===== config.mk =====
export PLATFORM = sky130hd
export DESIGN_NAME = substring_search
export DESIGN_NICKNAME = d
export VERILOG_FILES = /design/src/sv/subsrch_pkg.sv /design/src/sv/subsrch_cell.sv /design/src/sv/subsrch_track.sv /design/src/sv/substring_search.sv
export SDC_FILE = /design/constraint.sdc
export NUM_CORES = 1
export LEC_CHECK = 0
export ABC_CLOCK_PERIOD_IN_PS = 8800
export BUFFER_PORTS_ARGS = -buffer_cell sky130_fd_sc_hd__buf_4
export CORE_ASPECT_RATIO = 1.75
export CORE_MARGIN = 5
export CORE_UTILIZATION = 35
export CTS_CLUSTER_DIAMETER = 80
export DETAILED_ROUTE_END_ITERATION = 8
export PLACE_DENSITY = 0.62
export SLEW_MARGIN = 40
export SYNTH_ARGS = -nofsm -noshare
export SYNTH_HDL_FRONTEND = slang
export SYNTH_SLANG_ARGS = --single-unit

===== constraint.sdc =====
create_clock -name clk -period 8.8 [get_ports clk]
set_input_delay 0.88 -clock clk [delete_from_list [all_inputs] [get_ports clk]]
set_output_delay 0.88 -clock clk [all_outputs]
set_load 0.01 [all_outputs]

===== src/sv/subsrch_pkg.sv =====
// Shared constants, types and register codes for the substring search block.
package subsrch_pkg;

  localparam int MAX_PATTERN_LEN = 16;
  localparam int POSITION_BITS   = 16;
  localparam int STORED_BYTES    = 16;
  localparam int LEN_MAX         = (MAX_PATTERN_LEN < STORED_BYTES) ?
                                   MAX_PATTERN_LEN : STORED_BYTES;
  localparam int LEN_W           = 5;
  localparam int COUNT_W         = POSITION_BITS + 1;
  localparam int CFG_W           = 64;
  localparam int CFG_IDX_W       = 2;
  localparam int BYTE_W          = 8;

  typedef enum logic [CFG_IDX_W-1:0] {
    REG_PAT_LOW  = 2'd0,
    REG_PAT_HIGH = 2'd1,
    REG_PAT_LEN  = 2'd2
  } cfg_reg_t;

  typedef struct packed {
    logic step;
    logic clear;
  } step_ctrl_t;

  typedef struct packed {
    logic                     found;
    logic [POSITION_BITS-1:0] pos;
    logic                     too_long;
  } result_t;

endpackage


===== src/sv/subsrch_cell.sv =====
// One prefix-match cell: holds one bit of the prefix vector.
module subsrch_cell (
  input  logic                          clk,
  input  logic                          rst,
  input  subsrch_pkg::step_ctrl_t       ctrl,
  input  logic                          prev_bit,
  input  logic                          enable,
  input  logic                          is_tail,
  input  logic [subsrch_pkg::BYTE_W-1:0] text_byte,
  input  logic [subsrch_pkg::BYTE_W-1:0] pat_byte,
  output logic                          match_bit,
  output logic                          hit
);

  logic match_next;

  always_comb begin
    match_next = enable && prev_bit && (text_byte == pat_byte);
    hit        = match_next && is_tail;
  end

  always_ff @(posedge clk) begin
    if (rst) begin
      match_bit <= 1'b0;
    end else if (ctrl.step) begin
      match_bit <= ctrl.clear ? 1'b0 : match_next;
    end
  end

endmodule


===== src/sv/subsrch_track.sv =====
// Byte counter and first-match tracker; forms the result for the current byte.
module subsrch_track (
  input  logic                          clk,
  input  logic                          rst,
  input  subsrch_pkg::step_ctrl_t       ctrl,
  input  logic                          hit,
  input  logic [subsrch_pkg::LEN_W-1:0] len_eff,
  output subsrch_pkg::result_t          res
);

  logic [subsrch_pkg::COUNT_W-1:0]       byte_count;
  logic [subsrch_pkg::COUNT_W-1:0]       byte_count_next;
  logic                                  match_seen;
  logic                                  match_seen_next;
  logic [subsrch_pkg::POSITION_BITS-1:0] first_start;
  logic [subsrch_pkg::POSITION_BITS-1:0] first_start_next;
  logic                                  overflow_seen;
  logic                                  overflow_seen_next;
  logic [subsrch_pkg::LEN_W-1:0]         tail_off;
  logic [subsrch_pkg::COUNT_W-1:0]       tail_ext;
  logic [subsrch_pkg::COUNT_W-1:0]       start;
  logic                                  match_now;

  always_comb begin
    tail_off  = len_eff - subsrch_pkg::LEN_W'(1);
    tail_ext  = subsrch_pkg::COUNT_W'(tail_off);
    start     = byte_count - tail_ext;
    match_now = hit && !match_seen && (byte_count >= tail_ext)
                && !start[subsrch_pkg::COUNT_W-1];
    match_seen_next    = match_seen | match_now;
    first_start_next   = match_now ? start[subsrch_pkg::POSITION_BITS-1:0] : first_start;
    overflow_seen_next = overflow_seen
                         | (!match_seen_next && byte_count[subsrch_pkg::COUNT_W-1]);
    byte_count_next    = (byte_count == '1) ? byte_count
                         : byte_count + subsrch_pkg::COUNT_W'(1);
    res.found    = match_seen_next;
    res.pos      = match_seen_next ? first_start_next : '0;
    res.too_long = overflow_seen_next;
  end

  always_ff @(posedge clk) begin
    if (rst) begin
      byte_count    <= '0;
      match_seen    <= 1'b0;
      first_start   <= '0;
      overflow_seen <= 1'b0;
    end else if (ctrl.step) begin
      if (ctrl.clear) begin
        byte_count    <= '0;
        match_seen    <= 1'b0;
        first_start   <= '0;
        overflow_seen <= 1'b0;
      end else begin
        byte_count    <= byte_count_next;
        match_seen    <= match_seen_next;
        first_start   <= first_start_next;
        overflow_seen <= overflow_seen_next;
      end
    end
  end

endmodule


===== src/sv/substring_search.sv =====
// Top level of the streaming substring search.
//
// Usage:
//   cfg channel: write pattern bytes 0..7 (index 0), bytes 8..15 (index 1) and
//   the pattern length (index 2) while no text is in flight; cfg_ready is
//   always high. A length of zero never matches; lengths above 16 act as 16.
//   in channel: one text byte per word, last_byte marks the end of the text.
//   One byte is taken per cycle while in_ready is high; the prefix cells and
//   the counter update per accepted byte, so the rate is one byte per clock.
//   out channel: one word per text (found, match_position, too_long), valid
//   in the cycle after the last byte is accepted unless the output is stalled.
//   A result register plus one skid entry sit between the sides: the input
//   keeps flowing while a result waits, and in_ready drops only when both
//   entries hold results that the receiver has not taken.
//   Reset clears the pattern registers, the per-text state and both result
//   entries. After each last byte the per-text state starts over.
module substring_search (
  input  logic                                  clk,
  input  logic                                  rst,
  input  logic                                  cfg_valid,
  output logic                                  cfg_ready,
  input  logic [subsrch_pkg::CFG_IDX_W-1:0]     cfg_index,
  input  logic [subsrch_pkg::CFG_W-1:0]         cfg_data,
  input  logic                                  in_valid,
  output logic                                  in_ready,
  input  logic [subsrch_pkg::BYTE_W-1:0]        text_byte,
  input  logic                                  last_byte,
  output logic                                  out_valid,
  input  logic                                  out_ready,
  output logic                                  found,
  output logic [subsrch_pkg::POSITION_BITS-1:0] match_position,
  output logic                                  too_long
);

  localparam int N = subsrch_pkg::MAX_PATTERN_LEN;

  logic [subsrch_pkg::CFG_W-1:0]  pat_low;
  logic [subsrch_pkg::CFG_W-1:0]  pat_high;
  logic [subsrch_pkg::LEN_W-1:0]  pat_len;
  logic [subsrch_pkg::LEN_W-1:0]  len_eff;
  logic [2*subsrch_pkg::CFG_W-1:0] pat_all;
  logic [N-1:0]                   prefix_bits;
  logic [N-1:0]                   cell_hit;
  logic                           hit;
  subsrch_pkg::step_ctrl_t        ctrl;
  subsrch_pkg::result_t           res_now;
  subsrch_pkg::result_t           out_res;
  subsrch_pkg::result_t           skid_res;
  logic                           skid_valid;
  logic                           push;
  logic                           out_free;

  assign cfg_ready = 1'b1;

  always_ff @(posedge clk) begin
    if (rst) begin
      pat_low  <= '0;
      pat_high <= '0;
      pat_len  <= '0;
    end else if (cfg_valid) begin
      case (cfg_index)
        subsrch_pkg::REG_PAT_LOW:  pat_low  <= cfg_data;
        subsrch_pkg::REG_PAT_HIGH: pat_high <= cfg_data;
        subsrch_pkg::REG_PAT_LEN:  pat_len  <= cfg_data[subsrch_pkg::LEN_W-1:0];
        default: ;
      endcase
    end
  end

  always_comb begin
    len_eff = (pat_len > subsrch_pkg::LEN_W'(subsrch_pkg::LEN_MAX)) ?
              subsrch_pkg::LEN_W'(subsrch_pkg::LEN_MAX) : pat_len;
    pat_all    = {pat_high, pat_low};
    ctrl.step  = in_valid && in_ready;
    ctrl.clear = last_byte;
    hit        = |cell_hit;
    push       = ctrl.step && last_byte;
  end

  for (genvar k = 0; k < N; k++) begin : g_cell
    logic                           prev;
    logic                           en;
    logic                           tail;
    logic [subsrch_pkg::BYTE_W-1:0] pbyte;

    if (k == 0) begin : g_first
      assign prev = 1'b1;
    end else begin : g_rest
      assign prev = prefix_bits[k-1];
    end

    if (k < subsrch_pkg::LEN_MAX) begin : g_used
      assign en    = (len_eff > subsrch_pkg::LEN_W'(k));
      assign tail  = (len_eff == subsrch_pkg::LEN_W'(k + 1));
      assign pbyte = pat_all[subsrch_pkg::BYTE_W*k +: subsrch_pkg::BYTE_W];
    end else begin : g_unused
      assign en    = 1'b0;
      assign tail  = 1'b0;
      assign pbyte = '0;
    end

    subsrch_cell u_cell (
      .clk       (clk),
      .rst       (rst),
      .ctrl      (ctrl),
      .prev_bit  (prev),
      .enable    (en),
      .is_tail   (tail),
      .text_byte (text_byte),
      .pat_byte  (pbyte),
      .match_bit (prefix_bits[k]),
      .hit       (cell_hit[k])
    );
  end

  subsrch_track u_track (
    .clk     (clk),
    .rst     (rst),
    .ctrl    (ctrl),
    .hit     (hit),
    .len_eff (len_eff),
    .res     (res_now)
  );

  assign in_ready = !skid_valid;
  assign out_free = !out_valid || out_ready;

  always_ff @(posedge clk) begin
    if (rst) begin
      out_valid  <= 1'b0;
      skid_valid <= 1'b0;
    end else if (out_free) begin
      if (skid_valid) begin
        out_valid  <= 1'b1;
        skid_valid <= 1'b0;
      end else begin
        out_valid <= push;
      end
    end else if (push) begin
      skid_valid <= 1'b1;
    end
  end

  always_ff @(posedge clk) begin
    if (out_free) begin
      out_res <= skid_valid ? skid_res : res_now;
    end else if (push) begin
      skid_res <= res_now;
    end
  end

  assign found          = out_res.found;
  assign match_position = out_res.pos;
  assign too_long       = out_res.too_long;

endmodule


# == After elaboration in Yosys (flattened, before gate mapping) ==
# Index checks and enable logic that the tools add are counted.
# totals
register_bits,221
input_bits,80
output_inout_bits,21
elab_cells,182
# op_classes
addsub,3
magnitude_cmp,18
n_eq_ne,36
n_mux,25
bitwise_logic,3
n_reduce_logical,67
# op_table
op,n
== test 8 bit,16
logical AND 1 bit,53
2-to-1 mux 16 bit,3
== test 5 x 4 -> 1 bit (second input constant),8
> comparator 5 x 4 -> 1 bit (second input constant),8
2-to-1 mux 17 bit,2
== test 5 x 3 -> 1 bit (second input constant),4
> comparator 5 x 3 -> 1 bit (second input constant),4
2-to-1 mux 1 bit,18
2-to-1 mux 18 bit,1
adder 17 x 1 -> 17 bit (second input constant),1
== test 17 bit (second input constant),1
>= comparator 17 x 5 -> 1 bit,1
subtractor 17 x 5 -> 17 bit,1
OR reduction 16 bit,1
== test 5 x 2 -> 1 bit (second input constant),2
> comparator 5 x 1 -> 1 bit (second input constant),2
> comparator 5 x 2 -> 1 bit (second input constant),2
AND reduction 2 bit,5
== test 5 x 1 -> 1 bit (second input constant),1
== test 5 bit (second input constant),1
> comparator 5 bit (second input constant),1
logical NOT 1 bit,5
2-to-1 mux 5 bit,1
other kinds (9),10

# == Depth between registers and ports, before layout ==
# Gate-level depths: netlist of run 1.
# logic_depth
word_depth,15
depth_mapped,16

# == Hierarchy ==
# From an unflattened synthesis of run 1, not the netlist that was laid out.
# unflattened
hier_cells,1192
hier_area_um2,11875.1
# modules_own_cells
mod,n_inst,cells_each,area_per_inst_um2,seq_area_each_um2
substring_search,1,640,7196.9,3783.6
subsrch_track,1,296,2436.1,700.7
subsrch_cell,16,16,140.1,20.0

# == Least setup slack after synthesis of run 1 ==
# Ideal clock, no wire load.
# synth_timing
kind,register -> register
start,reg pat_len[4] (netlist name)
end,reg u_track.first_start[10] (netlist name)
setup_ps,127
arrival_time_ps,3038
setup_slack_ps,5634
path_stages_with_launch,16
path_buffers,2
period_less_slack_ps,3166
cell_sequence,dfxtp_1 buf_2 inv_1 nand2_1 ha_1 xnor2_1 ha_1 nor2b_1 o31a_1 nor2_2 nand3_1 a22oi_4 o211ai_2 buf_2 nand3_1 o31ai_1
# synth_between
elab_chain_cells,12
# synth_lines
element,line_no,text
"start, declared",substring_search.sv:39,logic [subsrch_pkg::LEN_W-1:0] pat_len;
"start signal, assigned",substring_search.sv:64,subsrch_pkg::REG_PAT_LEN: pat_len <= cfg_data[subsrch_pkg::LEN_W-1:0];
> comparator 5 bit,substring_search.sv:71,len_eff = (pat_len > subsrch_pkg::LEN_W'(subsrch_pkg::LEN_MAX)) ?
2-to-1 mux 5 bit *,substring_search.sv:71,
"parallel branches: the longest is 8 deep, another holds subtractor 17 x 5 -> 17 bit",n/a,
2-to-1 mux 16 bit *,subsrch_track.sv:31,first_start_next = match_now ? start[subsrch_pkg::POSITION_BITS-1:0] : first_start;
2-to-1 mux 16 bit *,subsrch_track.sv:48,if (ctrl.clear) begin
"end signal, assigned",subsrch_track.sv:56,first_start <= first_start_next;
"end, declared",subsrch_track.sv:15,logic [subsrch_pkg::POSITION_BITS-1:0] first_start;
# Mark *: on every way between the ends.
# A chain may end at the register's enable or synchronous reset.

# == Worst setup path after layout of run 1 ==
# layout_timing
start,reg pat_len[4] (netlist name)
end,"reg out_res, in the netlist match_position[11], data pin"
# layout_between
elab_chain_cells,13
# layout_lines
element,line_no,text
> comparator 5 bit,substring_search.sv:71,
2-to-1 mux 5 bit *,substring_search.sv:71,
"parallel branches: the longest is 9 deep, another holds subtractor 17 x 5 -> 17 bit",n/a,
2-to-1 mux 16 bit *,subsrch_track.sv:37,res.pos = match_seen_next ? first_start_next : '0;
2-to-1 mux 18 bit *,substring_search.sv:146,out_res <= skid_valid ? skid_res : res_now;
"end signal, assigned",substring_search.sv:146,
"end, declared",substring_search.sv:47,subsrch_pkg::result_t out_res;
# Marked as above.

==> results.sh, run 1 <==
export IMPL_rows=86
export IMPL_synthMuxAreaShare=0.00447
export IMPL_hold_viol=0
export IMPL_synth_top_family_by_area="simple AND/OR/NAND/NOR gates"
export IMPL_cts_tree="done"
export IMPL_tightestPinTransition_ns=0.847
export IMPL_path_clk_slew_ns=0.07
export IMPL_fin_skew_ns=0.0143
export IMPL_period_share=0.484
export IMPL_drv_cap=0
export IMPL_fill_cells=3229
export IMPL_holdBufCountCts=0
export IMPL_ys_seq_elements=221
export IMPL_required_ns=9.12
export IMPL_start_util=0.355
export IMPL_synth_async_reset_ratio=0
export IMPL_start_kind="register"
export IMPL_clock_latency_ns=0.52
export IMPL_critical_path_arrival_ns=4.58
export IMPL_synth_cells=1365
export IMPL_place_port_buffers=99
export IMPL_die_area_mm2=0.0358
export IMPL_h_tree_depth=1
export IMPL_final_common_cell="nand2_1"
export IMPL_synth_simple_area_share=0.240
export IMPL_num_io_pins=101
export IMPL_wirelength_um=32800
export IMPL_total_leakage_power_nw=4.57
export IMPL_vias_per_cell=5.27
export IMPL_cpMaxStageDelayCell="dfxtp_1"
export IMPL_gp_congestion=0.931
export IMPL_max_freq_ghz=0.235
export IMPL_track_usage=0.177
export IMPL_die_y_um=247
export IMPL_area_growth_pct=14.3
export IMPL_critPathMaxStageDelay_ns=0.88
export IMPL_nets=1493
export IMPL_grt_pass1_vias=9596
export IMPL_cts_resized=0
export IMPL_critPathMaxFanout=51
export IMPL_final_layout_size_suffix_gt1_frac=0.121
export IMPL_drc_errors=0
export IMPL_slew_violations=0
export IMPL_grt_pass1_wl_um=51600
export IMPL_coreArea_mm2=0.0315
export IMPL_path_class="reg -> reg"
export IMPL_power_mw=2.31
export IMPL_p_per_area_mw_per_mm2=180
export IMPL_clock_tree_buffer_depth=3
export IMPL_synth_warnings=0
export IMPL_vias=9547
export IMPL_yosysSeqAreaShare=0.427
export IMPL_max_slew_margin_rel=0.434
export IMPL_grt_start_max_net_pins=105
export IMPL_hold_path_class="reg -> reg"
export IMPL_ant_nets=0
export IMPL_setup_tns_ns=0
export IMPL_synthXorXnorAreaFrac=0.120
export IMPL_cp_cell_sequence="inv_1 -> nand2_1 -> ha_1 -> xnor2_1 -> ha_1 -> nor2b_1 -> o31a_1 -> nor2_2 -> nand3_1 -> a22oi_4 -> nand2_4 -> o31ai_1"
export IMPL_synth_edf_count=36
export IMPL_outcome="finished clean"
export IMPL_rsz0062_at_grt="no"
export IMPL_cts_buffers=23
export IMPL_cts_sinks=221
export IMPL_synthFlopType="dfxtp_1"
export IMPL_syn_avg_cell_area_um2=8.21
export IMPL_synth_cell_types=69
export IMPL_antenna_found_initial=0
export IMPL_synth_compound_area_share=0.143
export IMPL_cp_common_cell="ha_1"
export IMPL_setup_viol=0
export IMPL_num_antenna_cells=0
export IMPL_drt_pass1_iterations=6
export IMPL_syn_area_mm2=0.0112
export IMPL_max_vdd_ir_drop_v=0.000130
export IMPL_final_cell_mix="nand2_1 (326), dfxtp_1 (184), a21oi_1 (171)"
export IMPL_endpoint_kind="register"
export IMPL_synth_adder_area_share=0.0141
export IMPL_fp_dieW_um=145
export IMPL_setup_ws_ns=4.54
export IMPL_drtIter0Drc=563
export IMPL_post_cts_buffers=0
export IMPL_finalCriticalPeriod_ns=4.26
export IMPL_dp_hpwl_um=23500
export IMPL_synth_nets=1457
export IMPL_timing_hold_ws_ns=0.455
export IMPL_root_buffer="clkbuf_16"
export IMPL_place_ws_ns=4.61
export IMPL_grt_overflow_total=0
export IMPL_wl_per_cell_um=18.1
==> kinds of logic (layout without fill, tap and decap cells) <==
logic type / after synthesis / after routing
multiplexers: 5 / 5
buffers and inverters: 115 / 166
other: 1 / 1
XOR/XNOR: 154 / 154
adder cells (fa/ha/maj): 12 / 12
AO/OA/AOI/OAI: 266 / 266
AND/OR/NAND/NOR: 591 / 591
flip-flops: 221 / 221
==> Yosys cell counts (22+ instances only) <==
cell / number / area (um^2)
nand4_1: 38 / 238
nor2_1: 75 / 282
nand2_1: 326 / 1220
nor3_1: 29 / 145
edfxtp_1: 36 / 1080
clkbuf_1: 55 / 206
dfxtp_1: 185 / 3700
xnor2_1: 109 / 955
nand3_1: 43 / 215
nor4_1: 22 / 138
o31ai_1: 46 / 345
xor2_1: 45 / 394
a21oi_1: 171 / 856
==> state kept, by name, indices dropped and copies added, names as in the netlist <==
name	flops
out_valid	1
found	1
pat_len	5
too_long	1
skid_res	18
u_track.first_start	16
u_track.match_seen	1
g_cell.u_cell.match_bit	15
pat_low	64
skid_valid	1
u_track.overflow_seen	1
match_position	16
pat_high	64
u_track.byte_count	17
==> routing by layer <==
metal | GRT usage | wire length [um] | up-vias
met4 | 0.0783 | 1270 | 0
met3 | 0.0183 | 1070 | 64
li1 | - | - | 4751
met1 | 0.184 | 12000 | 4521
met5 | 0 | 0 | -
met2 | 0.351 | 18500 | 211
==> worst paths after layout <==
path                                            start                                  endpoint  slack, ns  depth (start not counted)
min reg2reg  g_cell[13].u_cell.match_bit$_SDFFE_PP0P_  g_cell[13].u_cell.match_bit$_SDFFE_PP0P_       0.45                          2
max                           pat_len[4]$_SDFFE_PP0P_              match_position[11]$_DFFE_PP_       4.54                         12
max reg2reg                   pat_len[4]$_SDFFE_PP0P_              match_position[11]$_DFFE_PP_       4.54                         12
min          g_cell[13].u_cell.match_bit$_SDFFE_PP0P_  g_cell[13].u_cell.match_bit$_SDFFE_PP0P_       0.45                          2
==> metrics by stage <==
| stage | utilization | instances | area, um^2 |
|---|---|---|---|
| 6_report | 0.406 | 1812 | 12800 |
| 5_1_grt | 0.406 | 1812 | 12800 |
| 4_1_cts | 0.406 | 1812 | 12800 |
| 3_5_place_dp | 0.381 | 1772 | 12000 |
| 3_3_place_gp | 0.381 | 1772 | 12000 |
| 2_1_floorplan | - | 1365 | 11200 |
==> where the power goes <==
| group | switching, mW | internal, mW | total [mW] | leakage, nW |
|---|---|---|---|---|
| combinational | 0.133 | 0.0870 | 0.220 | 2.27 |
| sequential | 0.0214 | 1.05 | 1.07 | 1.92 |
| clock | 0.414 | 0.603 | 1.02 | 0.390 |
==> cell type report <==
| cell class | instances | area [um^2] | area share |
|---|---|---|---|
| Clock buffer | 29 | 638 | 0.0498 |
| Multi-Input combinational cell | 1029 | 5860 | 0.457 |
| Inverter | 16 | 60.1 | 0.00469 |
| Timing Repair Buffer | 110 | 830 | 0.0648 |
| Clock inverter | 11 | 143 | 0.0111 |
| Tap cell | 396 | 495 | 0.0387 |
| Sequential cell | 221 | 4790 | 0.374 |
==> worst max-delay path, delay by kind of cell (launching register included) <==
kind,cells,cell delay (ns)
compound gates,3,1.02
buf+inv,1,0.29
flops,1,0.88
fa+ha+maj,2,0.58
simple gates,5,1.11
xor+xnor,1,0.15
Power figures use the tool's default switching activity.
==> run 2, diff against run 1 <==
--- a/config.mk
+++ b/config.mk
@@ -5,7 +5,8 @@
 export SDC_FILE = /design/constraint.sdc
 export NUM_CORES = 1
 export LEC_CHECK = 0
-export ABC_CLOCK_PERIOD_IN_PS = 8800
+export ABC_AREA = 1
+export ABC_CLOCK_PERIOD_IN_PS = 4170
 export BUFFER_PORTS_ARGS = -buffer_cell sky130_fd_sc_hd__buf_4
 export CORE_ASPECT_RATIO = 1.75
 export CORE_MARGIN = 5
==> constraint.sdc (replaced) <==
create_clock -name clk -period 4.17 [get_ports clk]
set_input_delay 0.417 -clock clk [delete_from_list [all_inputs] [get_ports clk]]
set_output_delay 0.417 -clock clk [all_outputs]
set_load 0.01 [all_outputs]
==> results.sh, run 2 <==
export IMPL_outcome="finished clean"
export IMPL_coreArea_mm2=0.0330
export IMPL_syn_area_mm2=0.0117
export IMPL_cp_cell_sequence="nor2_4 -> nand2_1 -> nand2_2 -> nand2_1 -> ha_1 -> nand2_1 -> nor2_1 -> o21bai_1 -> inv_1 -> ha_1 -> nand2_1 -> nor3_1 -> nand2_1 -> nand3_1 -> nor2_1 -> nand3_1 -> nor2_1 -> nor2_4 -> o21ai_4 -> nand2_4 -> nand2_4 -> o21ai_0"
export IMPL_yosysTopAreaCell="dfxtp_1"
export IMPL_critPathMaxStageDelay_ns=0.51
export IMPL_max_vdd_ir_drop_v=0.000307
export IMPL_gp_congestion=0.903
export IMPL_root_buffer="clkbuf_16"
export IMPL_clock_latency_ns=0.54
export IMPL_multi_input_area_mm2=0.00573
export IMPL_period_share=0.916
export IMPL_synth_edf_count=36
export IMPL_dp_cells=2122
export IMPL_synth_area_top_cells="dfxtp_1 (32%), nand2_1 (15%), edfxtp_1 (9.2%), nor2_1 (6.9%), o21ai_0 (6.5%)"
export IMPL_rows=88
export IMPL_max_slew_margin_rel=0.440
export IMPL_instances_no_fill=2171
export IMPL_synth_most_common_cell="nand2_1"
export IMPL_critical_path_arrival_ns=4.09
export IMPL_p_per_area_mw_per_mm2=371
export IMPL_synth_cell_types=46
export IMPL_timing_hold_ws_ns=0.148
export IMPL_vias_per_cell=4.92
export IMPL_path_clk_slew_ns=0.06
export IMPL_antenna_found_initial=1
export IMPL_cpMaxStageDelayCell="dfxtp_1"
export IMPL_num_io_pins=101
export IMPL_holdBufCountCts=0
export IMPL_syn_avg_cell_area_um2=6.91
export IMPL_dpl_cell_area_mm2=0.0126
export IMPL_fp_dieW_um=148
export IMPL_setup_tns_ns=0
export IMPL_drc_errors=0
export IMPL_rsz0062_at_grt="no"
export IMPL_synth_nets=1784
export IMPL_slew_violations=0
export IMPL_ys_seq_elements=221
export IMPL_final_layout_size_suffix_gt1_frac=0.130
export IMPL_synthTopCellsByCount="nand2_1 (453), nor2_1 (216), dfxtp_1 (185)"
export IMPL_vias=10700
export IMPL_die_area_mm2=0.0373
export IMPL_wirelength_um=33900
export IMPL_grt_overflow_total=0
export IMPL_ant_nets=0
export IMPL_setup_viol=0
export IMPL_clock_tree_buffer_depth=3
export IMPL_power_mw=4.98
export IMPL_wl_per_cell_um=15.6
export IMPL_final_cell_mix="nand2_1 (452), nor2_1 (216), dfxtp_1 (184)"
export IMPL_endpoint_kind="register"
export IMPL_finalCriticalPeriod_ns=3.82
export IMPL_final_common_cell="nand2_1"
export IMPL_max_freq_ghz=0.262
export IMPL_cts_buffers=23
export IMPL_fill_cells=3513
export IMPL_cts_tree="done"
export IMPL_start_kind="register"
export IMPL_track_usage=0.178
export IMPL_drt_pass1_iterations=7
export IMPL_start_util=0.354
export IMPL_cp_common_cell="nand2_1"
export IMPL_h_tree_depth=1
export IMPL_synth_warnings=0
export IMPL_grt_pass1_wl_um=53400
export IMPL_required_ns=4.44
export IMPL_drtIter0Drc=534
export IMPL_drv_cap=0
export IMPL_place_port_buffers=99
export IMPL_synth_top_area_share=0.317
export IMPL_critPathMaxFanout=17
export IMPL_grt_start_max_net_pins=104
export IMPL_hold_viol=0
export IMPL_synthFlopType="dfxtp_1"
export IMPL_fin_skew_ns=0.0133
export IMPL_grt_pass1_vias=10400
export IMPL_die_y_um=252
export IMPL_fin_area_mm2=0.0134
export IMPL_cts_sinks=221
export IMPL_nets=1843
export IMPL_reg_top3="pat_high x64, pat_low x64, skid_res x18"
export IMPL_path_class="reg -> reg"
export IMPL_synth_async_reset_ratio=0
export IMPL_hold_path_class="in -> reg"
export IMPL_yosysSeqAreaShare=0.409
export IMPL_area_growth_pct=14.8
export IMPL_synth_cells=1692
export IMPL_total_leakage_power_nw=5.69
export IMPL_regArea_mm2=0.00479
export IMPL_tightestPinTransition_ns=0.837
export IMPL_dp_hpwl_um=24100
[run 2: path summary, 6_finish.rpt]
path | startpoint | end | slack (ns) | cells past startpoint
worst min-delay path | cfg_data[12] | pat_low[12]$_SDFFE_PP0P_ | 0.15 | 3
worst max-delay path | pat_len[0]$_SDFFE_PP0P_ | match_position[2]$_DFFE_PP_ | 0.35 | 22
worst max register to register | pat_len[0]$_SDFFE_PP0P_ | match_position[2]$_DFFE_PP_ | 0.35 | 22
worst min register to register | g_cell[2].u_cell.match_bit$_SDFFE_PP0P_ | g_cell[2].u_cell.match_bit$_SDFFE_PP0P_ | 0.46 | 2
[run 2: layout make-up]
cell class | count | share of cell area
Antenna cell | 1 | 0.000186
Clock buffer | 35 | 0.0507
Clock inverter | 4 | 0.00634
Inverter | 192 | 0.0540
Multi-Input combinational cell | 1194 | 0.427
Sequential cell | 221 | 0.357
Tap cell | 405 | 0.0378
Timing Repair Buffer | 119 | 0.0678
[run 2: per-stage QoR]
step / setup slack, ns / util
after floorplan: 0.863 / -
after global placement: 0.307 / 0.380
after detailed placement: 0.104 / 0.380
after CTS: 0.120 / 0.404
after global routing: 0.00932 / 0.406
final: 0.349 / 0.406
[run 2: critical path, delay by kind of cell (launching register included)]
family | cells | cell delay (ns)
and+or+nand+nor | 16 | 1.98
adders and majority gates | 2 | 0.59
AOI/OAI and AO/OA | 3 | 0.43
DFF | 1 | 0.51
buffers and inverters | 1 | 0.06
[run 2: what timing repair did]
action / in CTS / in global routing
setup buffers: 0 / 9
gates resized for setup: 0 / 2
endpoints found under the setup margin: 0 / 34
[run 2: cells by family after synthesis]
| kind of cell | share of synthesized area |
|---|---|
| AOI/OAI and AO/OA | 0.148 |
| xor gates and xnor gates | 0.0345 |
| adders and majority gates | 0.0135 |
| buffers and inverters | 0.103 |
| DFF | 0.409 |
| other | 0.000321 |
| and+or+nand+nor | 0.291 |
[run 2: power breakdown]
part / switching (mW) / internal, mW
Combinational: 0.366 / 0.203
Clock: 0.878 / 1.25
Sequential: 0.0417 / 2.24
[run 2: metal layers]
metal | GRT usage | wire, um
met5 | 0 | 0
met1 | 0.184 | 12400
met4 | 0.0972 | 1980
met2 | 0.343 | 18200
met3 | 0.0207 | 1340
==> run 3, diff against run 2 <==
--- a/config.mk
+++ b/config.mk
@@ -7,12 +7,13 @@
 export LEC_CHECK = 0
 export ABC_AREA = 1
 export ABC_CLOCK_PERIOD_IN_PS = 4170
-export BUFFER_PORTS_ARGS = -buffer_cell sky130_fd_sc_hd__buf_4
+export BUFFER_PORTS_ARGS = -buffer_cell sky130_fd_sc_hd__buf_2
 export CORE_ASPECT_RATIO = 1.75
 export CORE_MARGIN = 5
 export CORE_UTILIZATION = 35
 export CTS_CLUSTER_DIAMETER = 80
 export DETAILED_ROUTE_END_ITERATION = 8
+export GPL_TIMING_DRIVEN = 0
 export PLACE_DENSITY = 0.62
 export SLEW_MARGIN = 40
 export SYNTH_ARGS = -nofsm -noshare
==> results.sh, run 3 (same netlist as run 2, synthesis figures left out) <==
export IMPL_final_layout_size_suffix_gt1_frac=0.131
export IMPL_num_io_pins=101
export IMPL_rsz0062_at_grt="no"
export IMPL_max_vdd_ir_drop_v=0.000309
export IMPL_clock_latency_ns=0.55
export IMPL_drc_errors=0
export IMPL_p_int_mw=3.64
export IMPL_outcome="finished clean"
export IMPL_antenna_found_initial=0
export IMPL_fin_skew_ns=0.0271
export IMPL_ant_nets=0
export IMPL_gp_congestion=0.941
export IMPL_start_util=0.354
export IMPL_dp_hpwl_um=30300
export IMPL_coreArea_mm2=0.0330
export IMPL_place_port_buffers=91
export IMPL_clock_power_share=0.425
export IMPL_slew_violations=0
export IMPL_p_per_area_mw_per_mm2=374
export IMPL_setup_ws_ns=0.307
export IMPL_utilization=0.406
export IMPL_fill_cells=3521
export IMPL_comb_power_share=0.121
export IMPL_critPathMaxFanout=10
export IMPL_max_slew_margin_rel=0.458
export IMPL_start_kind="register"
export IMPL_hold_depth=2
export IMPL_vias=11200
export IMPL_root_buffer="clkbuf_16"
export IMPL_cts_sinks=221
export IMPL_hold_viol=0
export IMPL_path_class="reg -> reg"
export IMPL_grt_start_max_net_pins=22
export IMPL_required_ns=4.47
export IMPL_area_growth_pct=14.8
export IMPL_critical_path_arrival_ns=4.16
export IMPL_grt_overflow_total=0
export IMPL_rows=88
export IMPL_fp_dieW_um=148
export IMPL_rr_worst_depth=21
export IMPL_total_leakage_power_nw=5.73
export IMPL_grt_pass1_vias=10600
export IMPL_clock_tree_buffer_depth=3
export IMPL_wl_per_cell_um=17.7
export IMPL_switching_share=0.276
export IMPL_tightestPinTransition_ns=0.814
export IMPL_die_y_um=252
export IMPL_wirelength_um=39300
export IMPL_period_share=0.926
export IMPL_num_antenna_cells=0
export IMPL_drt_pass1_iterations=5
export IMPL_vias_per_cell=5.03
export IMPL_drtIter0Drc=664
export IMPL_drv_cap=0
export IMPL_setup_viol=0
export IMPL_p_seq_frac=0.454
export IMPL_track_usage=0.206
export IMPL_endpoint_kind="register"
export IMPL_nets=1900
export IMPL_reg_top3="pat_high x64, pat_low x64, skid_res x18"
export IMPL_path_clk_slew_ns=0.07
export IMPL_finalCriticalPeriod_ns=3.86
export IMPL_final_common_cell="nand2_1"
export IMPL_setup_tns_ns=0
export IMPL_max_freq_ghz=0.259
export IMPL_place_ws_ns=0.257
export IMPL_die_area_mm2=0.0373
export IMPL_final_cell_mix="nand2_1 (452), nor2_1 (215), dfxtp_1 (184)"
export IMPL_cts_buffers=23
export IMPL_p_switching_mw=1.38
export IMPL_grt_pass1_wl_um=58900
export IMPL_cts_tree="done"
export IMPL_hold_path_class="in -> reg"
export IMPL_h_tree_depth=1
## run 3: changes by cell type in the layout (fill, tap and decap cells not counted), sizes merged
cell         previous run  this run
dlygate4sd3             0         1
diode                   1         0
clkbuf                 35        77
clkinv                  4         8
dlygate4sd1             0         1
inv                   190       191
clkinvlp                0         3
buf                   119       126
## run 3: cell type report
cell class | instances | area (um^2) | share of cell area
Clock inverter | 12 | 134 | 0.00997
Buffer | 85 | 482 | 0.0359
Inverter | 192 | 723 | 0.0539
Tap cell | 405 | 507 | 0.0378
Sequential cell | 221 | 4790 | 0.357
Timing Repair Buffer | 91 | 455 | 0.0339
Clock buffer | 29 | 628 | 0.0468
Multi-Input combinational cell | 1194 | 5710 | 0.425
## run 3: path summary, 6_finish.rpt
path	from	slack, ns	end
max	pat_len[0]$_SDFFE_PP0P_	0.31	skid_res[12]$_DFFE_PP_
min	rst	0.13	u_track.first_start[3]$_SDFFE_PP0P_
max reg2reg	pat_len[0]$_SDFFE_PP0P_	0.31	skid_res[12]$_DFFE_PP_
min reg2reg	u_track.first_start[1]$_SDFFE_PP0P_	0.46	u_track.first_start[1]$_SDFFE_PP0P_
## run 3: timing repair
action / 4_1_cts / 5_1_grt
endpoints found under the setup margin: 0 / 20
resized for setup: 0 / 1
hold buffers: 0 / 0
setup buffers: 0 / 0
## run 3: stage by stage
stage | hold slack [ns] | power, mW | cell area (um^2) | std cells
6_report | 0.125 | 5.02 | 13400 | 2229
5_1_grt | 0.108 | 5.19 | 13400 | 2229
3_5_place_dp | 0.456 | 2.93 | 12700 | 2188
3_3_place_gp | 0.448 | 2.92 | 12600 | 2188
2_1_floorplan | 0.436 | 2.70 | 11700 | 1692
4_1_cts | 0.0944 | 5.04 | 13400 | 2229
## run 3: power by group through the flow
stage,Clock (mW),Sequential (mW),Combinational (mW)
after floorplan,0,2.32,0.377
after global placement,0,2.32,0.597
after detailed placement,0,2.32,0.603
after CTS,2.16,2.28,0.605
after global routing,2.24,2.28,0.671
final,2.13,2.28,0.610
## run 3: critical path, stage by stage (launching register included)
cell and delay [ns]:
dfxtp_1 0.30, buf_2 0.17, nor2_4 0.20, nand2_1 0.09
nand2_2 0.13, nand2_2 0.13, ha_1 0.26, xor2_1 0.17
ha_1 0.34, a21oi_1 0.14, o21ai_1 0.13, nand2_1 0.08
nand3_1 0.14, nor2_1 0.23, nand3_1 0.14, nor2_1 0.20
nor2_4 0.09, o21ai_4 0.16, nand2_4 0.11, inv_2 0.17
buf_6 0.16, nor2_1 0.05
## run 3: per-layer routing
layer | global-route usage | wire, um
met3 | 0.0252 | 1860
met5 | 0 | 0
met2 | 0.395 | 20700
met4 | 0.155 | 3490
met1 | 0.196 | 13300
